[src/sv/frequency_ranked_key_list_defines.svh]
// Assertion macros for the frequency-ranked key list.
// Used by the top level; expects clk and arst_n in scope.
`ifndef FREQUENCY_RANKED_KEY_LIST_DEFINES_SVH
`define FREQUENCY_RANKED_KEY_LIST_DEFINES_SVH

// The consequent must hold in the same cycle as the antecedent.
`define FRKL_ASSERT_NOW(lbl, ante, cons, msg) \
	lbl: assert property (@(posedge clk) disable iff (!arst_n) (ante) |-> (cons)) \
		else $error(msg);

// The consequent must hold in the cycle after the antecedent.
`define FRKL_ASSERT_NEXT(lbl, ante, cons, msg) \
	lbl: assert property (@(posedge clk) disable iff (!arst_n) (ante) |=> (cons)) \
		else $error(msg);

`endif

[src/sv/frkl_pkg.sv]
// Shared types and constants of the frequency-ranked key list.
// No dependencies; imported by the cell, the gather logic and the top level.
package frkl_pkg;

	localparam int IN_KEY_W    = 32;
	localparam int OUT_COUNT_W = 16;
	localparam int RANK_W      = 6;
	localparam int STATUS_W    = 2;

	localparam logic [STATUS_W-1:0] STATUS_OK    = 2'd0;
	localparam logic [STATUS_W-1:0] STATUS_EMPTY = 2'd1;
	localparam logic [STATUS_W-1:0] STATUS_FULL  = 2'd2;

	typedef enum logic [1:0] {
		ST_IDLE,
		ST_SEARCH,
		ST_LOCATE,
		ST_COMMIT
	} state_t;

	// Per-cycle commands broadcast to every cell of the chain.
	typedef struct packed {
		logic search_en;
		logic by_index;
		logic move_en;
		logic append_en;
	} cell_ctl_t;

endpackage

[src/sv/frkl_cell.sv]
// One list position: holds a key and its count, matches, and shifts toward the back.
// Depends on frkl_pkg for the command struct.
module frkl_cell import frkl_pkg::*; #(
	parameter int KEY_BITS   = 32,
	parameter int COUNT_BITS = 16,
	parameter int IDX_W      = 6,
	parameter int INDEX      = 0
) (
	input  logic                  clk,
	input  logic                  arst_n,
	input  cell_ctl_t             ctl,
	input  logic [KEY_BITS-1:0]   bcast_key,
	input  logic [COUNT_BITS-1:0] bcast_count,
	input  logic [IDX_W-1:0]      bcast_idx,
	input  logic [IDX_W:0]        fill,
	input  logic [IDX_W-1:0]      hit_idx,
	input  logic [KEY_BITS-1:0]   prev_key,
	input  logic [COUNT_BITS-1:0] prev_count,
	input  logic                  prev_mark,
	output logic [KEY_BITS-1:0]   entry_key,
	output logic [COUNT_BITS-1:0] entry_count,
	output logic                  hit,
	output logic                  mark,
	output logic                  start
);

	localparam logic [IDX_W:0]   POS   = (IDX_W+1)'(INDEX);
	localparam logic [IDX_W-1:0] POS_I = POS[IDX_W-1:0];

	logic [KEY_BITS-1:0]   key_q;
	logic [COUNT_BITS-1:0] count_q;
	logic                  hit_q;

	// A cell moves when it lies at or before the hit and its count is now beaten.
	assign mark  = (POS_I <= hit_idx) && (count_q < bcast_count);
	assign start = mark && !prev_mark;

	always_ff @(posedge clk or negedge arst_n) begin
		if (!arst_n) begin
			hit_q <= 1'b0;
		end else if (ctl.search_en) begin
			if (ctl.by_index) begin
				hit_q <= (POS_I == bcast_idx);
			end else begin
				hit_q <= (POS < fill) && (key_q == bcast_key);
			end
		end
	end

	always_ff @(posedge clk) begin
		if (ctl.move_en && mark) begin
			if (prev_mark) begin
				key_q   <= prev_key;
				count_q <= prev_count;
			end else begin
				key_q   <= bcast_key;
				count_q <= bcast_count;
			end
		end else if (ctl.append_en && (POS == fill)) begin
			key_q   <= bcast_key;
			count_q <= COUNT_BITS'(1);
		end
	end

	assign entry_key   = key_q;
	assign entry_count = count_q;
	assign hit         = hit_q;

endmodule

[config.mk]
export PLATFORM = sky130hd
export DESIGN_NAME = frkl_cell
export DESIGN_NICKNAME = d
export VERILOG_FILES = /design/src/sv/frequency_ranked_key_list_defines.svh /design/src/sv/frkl_pkg.sv /design/src/sv/frkl_cell.sv
export SDC_FILE = /design/constraint.sdc
export NUM_CORES = 1
export LEC_CHECK = 0
export BUFFER_PORTS_ARGS = -buffer_cell sky130_fd_sc_hd__buf_2
export CORE_UTILIZATION = 33
export CTS_BUF_LIST = sky130_fd_sc_hd__clkbuf_4 sky130_fd_sc_hd__clkbuf_8
export CTS_CLUSTER_DIAMETER = 50
export DETAILED_ROUTE_END_ITERATION = 10
export HOLD_SLACK_MARGIN = 0.15
export MAX_ROUTING_LAYER = met4
export PLACE_DENSITY = 0.7
export SYNTH_ARGS = -nofsm -noshare
export SYNTH_HDL_FRONTEND = slang
export SYNTH_SLANG_ARGS = --single-unit
[constraint.sdc]
create_clock -name clk -period 7.55 [get_ports clk]
set_input_delay 0.3775 -clock clk [delete_from_list [all_inputs] [get_ports clk]]
set_output_delay 0.3775 -clock clk [all_outputs]
set_load 0.02 [all_outputs]
==> results_dict.tcl, run 1 <==
set metrics [dict create \
    status "finished, violations left" \
    failed_checks "design-rule violations" \
    synthesis.instances 235 \
    numCtsBuffers 5 \
    timing.max_slew.rel_slack 0.205 \
    design.core.area_um2 8850 \
    worst_clock_skew_ns 0.00809 \
    multi_input_comb_area_um2 1480 \
    final_hold_viol_count 0 \
    synth.top_cell.area_share 0.471 \
    worstPathRequired_ns 7.48 \
    core.rowCount 34 \
    synth_enable_flop_cells 48 \
    globalRouteOverflowTotal 0 \
    cts_setup_buffers 0 \
    ys_types 33 \
    postCtsResizedCells 0 \
    postLayoutCellArea_um2 4100 \
    ios 173 \
    htree_num_levels 2 \
    path_common_cell "nand4_1" \
    endpoint_kind "flip-flop" \
    reg2reg_slack_ns 3.93 \
    place_area_um2 3980 \
    io_buffers 166 \
    fillers 881 \
    ys.warnings.count 0 \
    cts_sinks 49 \
    fin_tns_setup_ns 0 \
    via_per_inst 4.72 \
    synth-async-reset-ratio 0.0204 \
    report.final.slew_viol_count 0 \
    ys_ff_latch 49 \
    setup_viol 0 \
    post_route_cells_drive_above_1_share 0.520 \
    area_used_by_sequential_logic_in_the_layout_um2 1470 \
    dp_hpwl_um 5650 \
    nets 540 \
    antenna-diode-count 0 \
    synthesis.area_um2 3060 \
    synth_flop_cell "edfxtp_1" \
    transition_time_of_the_tightest_slew_check_pin_ns 1.19 \
    clockRootBuffer "clkbuf_8" \
    tritoncts_clock_tree "yes" \
    clkLatencyLatePin_ns 0.31 \
    hold_buffers 1 \
    grt_util_all_layers 0.161 \
    worst_hold_path_type "input port to flip-flop" \
    timing.max_cap.violations 0 \
    wl_per_cell_um 14.4 \
    cellLeakagePower_nw 1.99 \
    die_y_um 98.3 \
    finalWorstPathRequiredPeriod_ns 3.62 \
    worstSetupPathType "flip-flop to flip-flop" \
    critical-path-max-stage-delay_ns 1.17 \
    syn2layout_area_growth_pct 34.2 \
    postSynthNetCount 372 \
    synth.most_common_cell "edfxtp_1" \
    final_antenna_violating_net_count 0 \
    max_freq_mhz 276 \
    wire_length_of_the_first_global_routing_pass_um 11800 \
    critical_path_buf_inv_count 0 \
    critPathLaunchType "flip-flop" \
    synth_area_leaders "edfxtp_1 (47%), mux2_4 (15%), ha_1 (6.1%)" \
    grt_antenna_before_repair 0 \
    critPathMaxFanout 48 \
    max-vdd-ir-drop_uv 81.8 \
    die_area_um2 9660 \
    routabilityCongestion 0.792 \
    ctsLongestPathBuffers 2 \
    maximum_number_of_pins_on_one_net_before_global_route_repair 49 \
    path_delay_family "simple AND/OR/NAND/NOR gates" \
    drt_first_iter_violations 81 \
    die_w_um 98.3 \
    layout_worst_path_cycle_share 0.480 \
    route.detailed.drc 13 \
    post_synthesis_sequential_area_ratio 0.480 \
    slowest_stage "nand2_2" \
    cp.arrival_ns 3.55 \
    cellPowerDensity_nw_per_um2 186 \
    synth_common_cells "edfxtp_1 (48), mux2_4 (30), inv_1 (19), nor2_1 (18)" \
    cts.clk_slew.worst_paths_ns 0.10 \
    dr.pass1.iters 8 \
    routed_wl_um 7350 \
    netlist.top_cell.by_area "edfxtp_1" \
    timing.critical_path.cells "ha_1 > nand4_1 > nor3_1 > nor4_4 > nand4_1 > nand2_2" \
    grt_pass1_vias 2478 \
    start_util 0.346 \
    avgSynthCellArea_um2 13.0 \
    route.vias.total 2415 \
    grt_setup_unrepaired "false" \
]
## layer usage
metal	global-route usage	routed length, um
met1	0.197	3240
met2	0.276	3640
met4	0.0379	38
met5	-	0
met3	0.0279	435
## report_power, final
| group | total, mW | leakage [nW] | switching (mW) | internal, mW |
|---|---|---|---|---|
| Combinational | 0.210 | 1.46 | 0.113 | 0.0967 |
| Clock | 0.200 | 0.0588 | 0.0966 | 0.103 |
| Sequential | 0.352 | 0.474 | 0.0161 | 0.336 |
| Total | 0.762 | 1.99 | 0.226 | 0.536 |
## layout by cell type, fill, tap and decap left out, types with 2 or more instances in the layout
cell and n:
a21oi_1 5, buf_2 166, clkbuf_8 5, edfxtp_1 48, ha_1 15, inv_1 19, mux2_2 2, mux2_4 30
mux2i_1 16, nand2_1 7, nand3_1 3, nand4_1 9, nor2_1 18, nor2b_1 2, nor3_1 4, nor4_1 4
nor4b_1 2, o21ai_0 3, xnor2_1 16, xor2_1 13
## flip-flops by register name, indices dropped and copies added, names as in the netlist
register,flops
entry_count,16
hit,1
entry_key,32
## worst paths after layout
kind,from,to,cells after the start
setup / recovery,entry_count[15],entry_count[1],6
hold / removal,ctl[3],hit,3
setup reg to reg,entry_count[15],entry_count[1],6
hold reg to reg,hit,hit,3
max in group asynchronous,arst_n,hit,2
min in group asynchronous,arst_n,hit,2
## tightest hold or removal path: cells and delay by family
| family | cells | cell delay, ns |
|---|---|---|
| AO/OA/AOI/OAI | 2 | 0.13 |
| buffers and inverters | 1 | 0.09 |
## kinds of logic (layout without fill, tap and decap cells)
kind of cell,Yosys count,count (layout),share of synthesized area
DFF,49,49,0.480
muxes,48,48,0.207
AOI/OAI and AO/OA,12,12,0.0233
adders and majority gates,15,15,0.0614
and+or+nand+nor,57,57,0.107
xor gates and xnor gates,29,29,0.0831
buffers and inverters,25,194,0.0389
## layout make-up
| class | count | area share |
|---|---|---|
| Multi-Input combinational cell | 161 | 0.359 |
| Clock inverter | 2 | 0.00945 |
| Tap cell | 108 | 0.0329 |
| Inverter | 19 | 0.0174 |
| Clock buffer | 6 | 0.0186 |
| Timing Repair Buffer | 167 | 0.205 |
| Sequential cell | 49 | 0.357 |
## stage by stage
stage / hold slack, ns / worst slack [ns] / cells / power (mW) / util
2_1_floorplan: 0.0819 / 4.26 / 235 / 0.490 / -
3_3_place_gp: 0.155 / 3.81 / 503 / 0.566 / 0.450
3_5_place_dp: 0.155 / 3.74 / 503 / 0.571 / 0.450
4_1_cts: 0.321 / 3.83 / 512 / 0.773 / 0.464
5_1_grt: 0.324 / 3.58 / 512 / 0.803 / 0.464
6_report: 0.334 / 3.93 / 512 / 0.762 / 0.464
No activity file was read; power rests on OpenSTA's default activity.
==> run 2: changes to the inputs <==
--- a/config.mk
+++ b/config.mk
@@ -12,7 +12,7 @@
 export DETAILED_ROUTE_END_ITERATION = 10
 export HOLD_SLACK_MARGIN = 0.15
 export MAX_ROUTING_LAYER = met4
-export PLACE_DENSITY = 0.7
+export PLACE_DENSITY = 0.72
 export SYNTH_ARGS = -nofsm -noshare
 export SYNTH_HDL_FRONTEND = slang
 export SYNTH_SLANG_ARGS = --single-unit
==> constraint.sdc (replaced) <==
create_clock -name clk -period 3.3 [get_ports clk]
set_input_delay 0.165 -clock clk [delete_from_list [all_inputs] [get_ports clk]]
set_output_delay 0.165 -clock clk [all_outputs]
set_load 0.02 [all_outputs]
==> run 2 against run 1 <==
Net effect: the flow still finishes with violations (design-rule violations); die area did not move; power rose by 120%; sequential power rose by 130%; clock power grew 82%; register-to-register slack got worse by 3.4 ns; critical endpoint is now entry_key[0]; final cell count is 3.5% higher; highest routed layer unchanged; largest power group unchanged; wire length rose by 2.9%.
==> results_dict.tcl, run 2 (synthesis gave the netlist of run 1 again) <==
set metrics [dict create \
    status "finished, violations left" \
    failed_checks "design-rule violations" \
    fin_tns_setup_ns 0 \
    cellPowerDensity_nw_per_um2 392 \
    routabilityCongestion 0.748 \
    setup_viol 0 \
    max-vdd-ir-drop_uv 183 \
    final_hold_viol_count 0 \
    via_per_inst 4.72 \
    wire_length_of_the_first_global_routing_pass_um 11900 \
    grt_antenna_before_repair 0 \
    critical-path-max-stage-delay_ns 0.40 \
    die_area_um2 9660 \
    cts_sinks 49 \
    postCtsResizedCells 0 \
    clkLatencyLatePin_ns 0.30 \
    timing.critical_path.cells "ha_1 > nand4_1 > nor3_1 > nand3b_1 > nand4b_4 > buf_12 > mux2_2" \
    finalWorstPathRequiredPeriod_ns 2.76 \
    cts.clk_slew.worst_paths_ns 0.10 \
    timing.rr.end "entry_key[0]" \
    slowest_stage "edfxtp_1" \
    dr.pass1.iters 9 \
    p_seq_frac 0.479 \
    critical_path_buf_inv_count 1 \
    path_delay_family "simple AND/OR/NAND/NOR gates" \
    routed_wl_um 7570 \
    dp_hpwl_um 5950 \
    worstPathRequired_ns 3.36 \
    worst_hold_path.num_cells 2 \
    route.vias.total 2503 \
    drt_first_iter_violations 75 \
    critPathLaunchType "flip-flop" \
    timing.max_slew.rel_slack 0.639 \
    rr_startpoint "entry_count[15]" \
    worst_clock_skew_ns 0.00622 \
    grt_setup_unrepaired "false" \
    place_ws_ns 0.553 \
    timing.max_cap.violations 0 \
    worstSetupPathType "flip-flop to flip-flop" \
    worst_slack_ns 0.542 \
    largest_register_ff_count 32 \
    syn2layout_area_growth_pct 39.8 \
    ios 173 \
    grt_util_all_layers 0.160 \
    ctsLongestPathBuffers 2 \
    layout.cells.most_common_list "buf_2 (166), edfxtp_1 (48), mux2_4 (30)" \
    report.final.slew_viol_count 0 \
    worst_hold_path_type "input port to flip-flop" \
    post_route_cells_drive_above_1_share 0.507 \
    wl_per_cell_um 14.3 \
    grt_pass1_vias 2526 \
    start_util 0.346 \
    power.switching_fraction 0.304 \
    maximum_number_of_pins_on_one_net_before_global_route_repair 19 \
    power_frac_clock 0.218 \
    antenna-diode-count 0 \
    worst_hold_startpoint "prev_key[29]" \
    max_freq_mhz 363 \
    io_buffers 166 \
    die_w_um 98.3 \
    combPwrFrac 0.303 \
    clockRootBuffer "clkbuf_8" \
    critPathMaxFanout 17 \
    endpoint_kind "flip-flop" \
    layout_worst_path_cycle_share 0.836 \
    design.core.area_um2 8850 \
    die_y_um 98.3 \
    nets 558 \
    cp.arrival_ns 2.82 \
    transition_time_of_the_tightest_slew_check_pin_ns 0.537 \
    timing.hold.worst_endpoint "entry_key[29]" \
    reg2reg_slack_ns 0.54 \
    tritoncts_clock_tree "yes" \
    numCtsBuffers 5 \
    final_antenna_violating_net_count 0 \
    cellLeakagePower_nw 2.06 \
    globalRouteOverflowTotal 0 \
    power.internal_mw 1.17 \
    htree_num_levels 2 \
    mostFrequentLayoutCell "buf_2" \
    p_switching_mw 0.510 \
    core.rowCount 34 \
    route.detailed.drc 11 \
    worst_r2r_path_depth 7 \
]
[run 2: cell types whose count changed in the layout (fill, tap and decap cells not counted), sizes merged]
cell / before / now
dlygate4sd3: 1 / 15
bufinv: 1 / 0
clkinv: 1 / 0
buf: 166 / 170
clkinvlp: 0 / 2
[run 2: what timing repair did]
| item | in CTS | in global routing |
|---|---|---|
| hold endpoints to repair | 9 | 5 |
| hold buffers | 10 | 5 |
| buffers inserted | 0 | 0 |
[run 2: power by group through the flow]
stage | Sequential (mW) | Combinational (mW) | Clock (mW)
floorplan | 0.891 | 0.231 | 0
global placement | 0.814 | 0.491 | 0
detailed placement | 0.818 | 0.499 | 0
CTS | 0.805 | 0.511 | 0.385
global route | 0.812 | 0.553 | 0.403
finish | 0.804 | 0.508 | 0.365
[run 2: how the worst max path moves through the flow]
| stage | start | endpoint | slack (ns) | cells past startpoint |
|---|---|---|---|---|
| 6_report | entry_count[15] | entry_key[0] | 0.54 | 7 |
| 5_1_grt | entry_count[15] | entry_key[0] | 0.40 | 7 |
| 4_1_cts | entry_count[15] | entry_key[0] | 0.54 | 7 |
| 3_5_place_dp | entry_count[15] | entry_key[0] | 0.55 | 7 |
| 3_3_place_gp | entry_count[9] | entry_key[4] | 0.63 | 7 |
| 2_1_floorplan | entry_count[15] | entry_count[0] | 0.008 | 7 |
[run 2: through the flow]
| step | total power [mW] | cells | instance area, um2 | utilization | hold WS (ns) |
|---|---|---|---|---|---|
| after global routing | 1.77 | 530 | 4280 | 0.483 | 0.150 |
| final | 1.68 | 530 | 4280 | 0.483 | 0.159 |
| after CTS | 1.70 | 525 | 4230 | 0.478 | 0.150 |
| after global placement | 1.31 | 507 | 4030 | 0.456 | -0.0586 |
| after detailed placement | 1.32 | 507 | 4030 | 0.456 | -0.0580 |
| after floorplan | 1.12 | 235 | 3060 | - | -0.131 |
[run 2: layer usage]
metal	global-route usage	up-vias	share of wire
met5	-	-	0
li1	-	1234	-
met4	0.0402	0	0.011
met2	0.282	110	0.50
met3	0.0251	10	0.065
met1	0.190	1149	0.42
[run 2: area by class of cell]
type | count | area [um2]
clock buffers | 6 | 76.3
clock inverters | 2 | 15.0
fillers | 830 | 4570
inverters | 19 | 71.3
multi-input cells | 161 | 1480
flip-flops and latches | 49 | 1470
well taps | 108 | 135
repair buffers | 185 | 1040
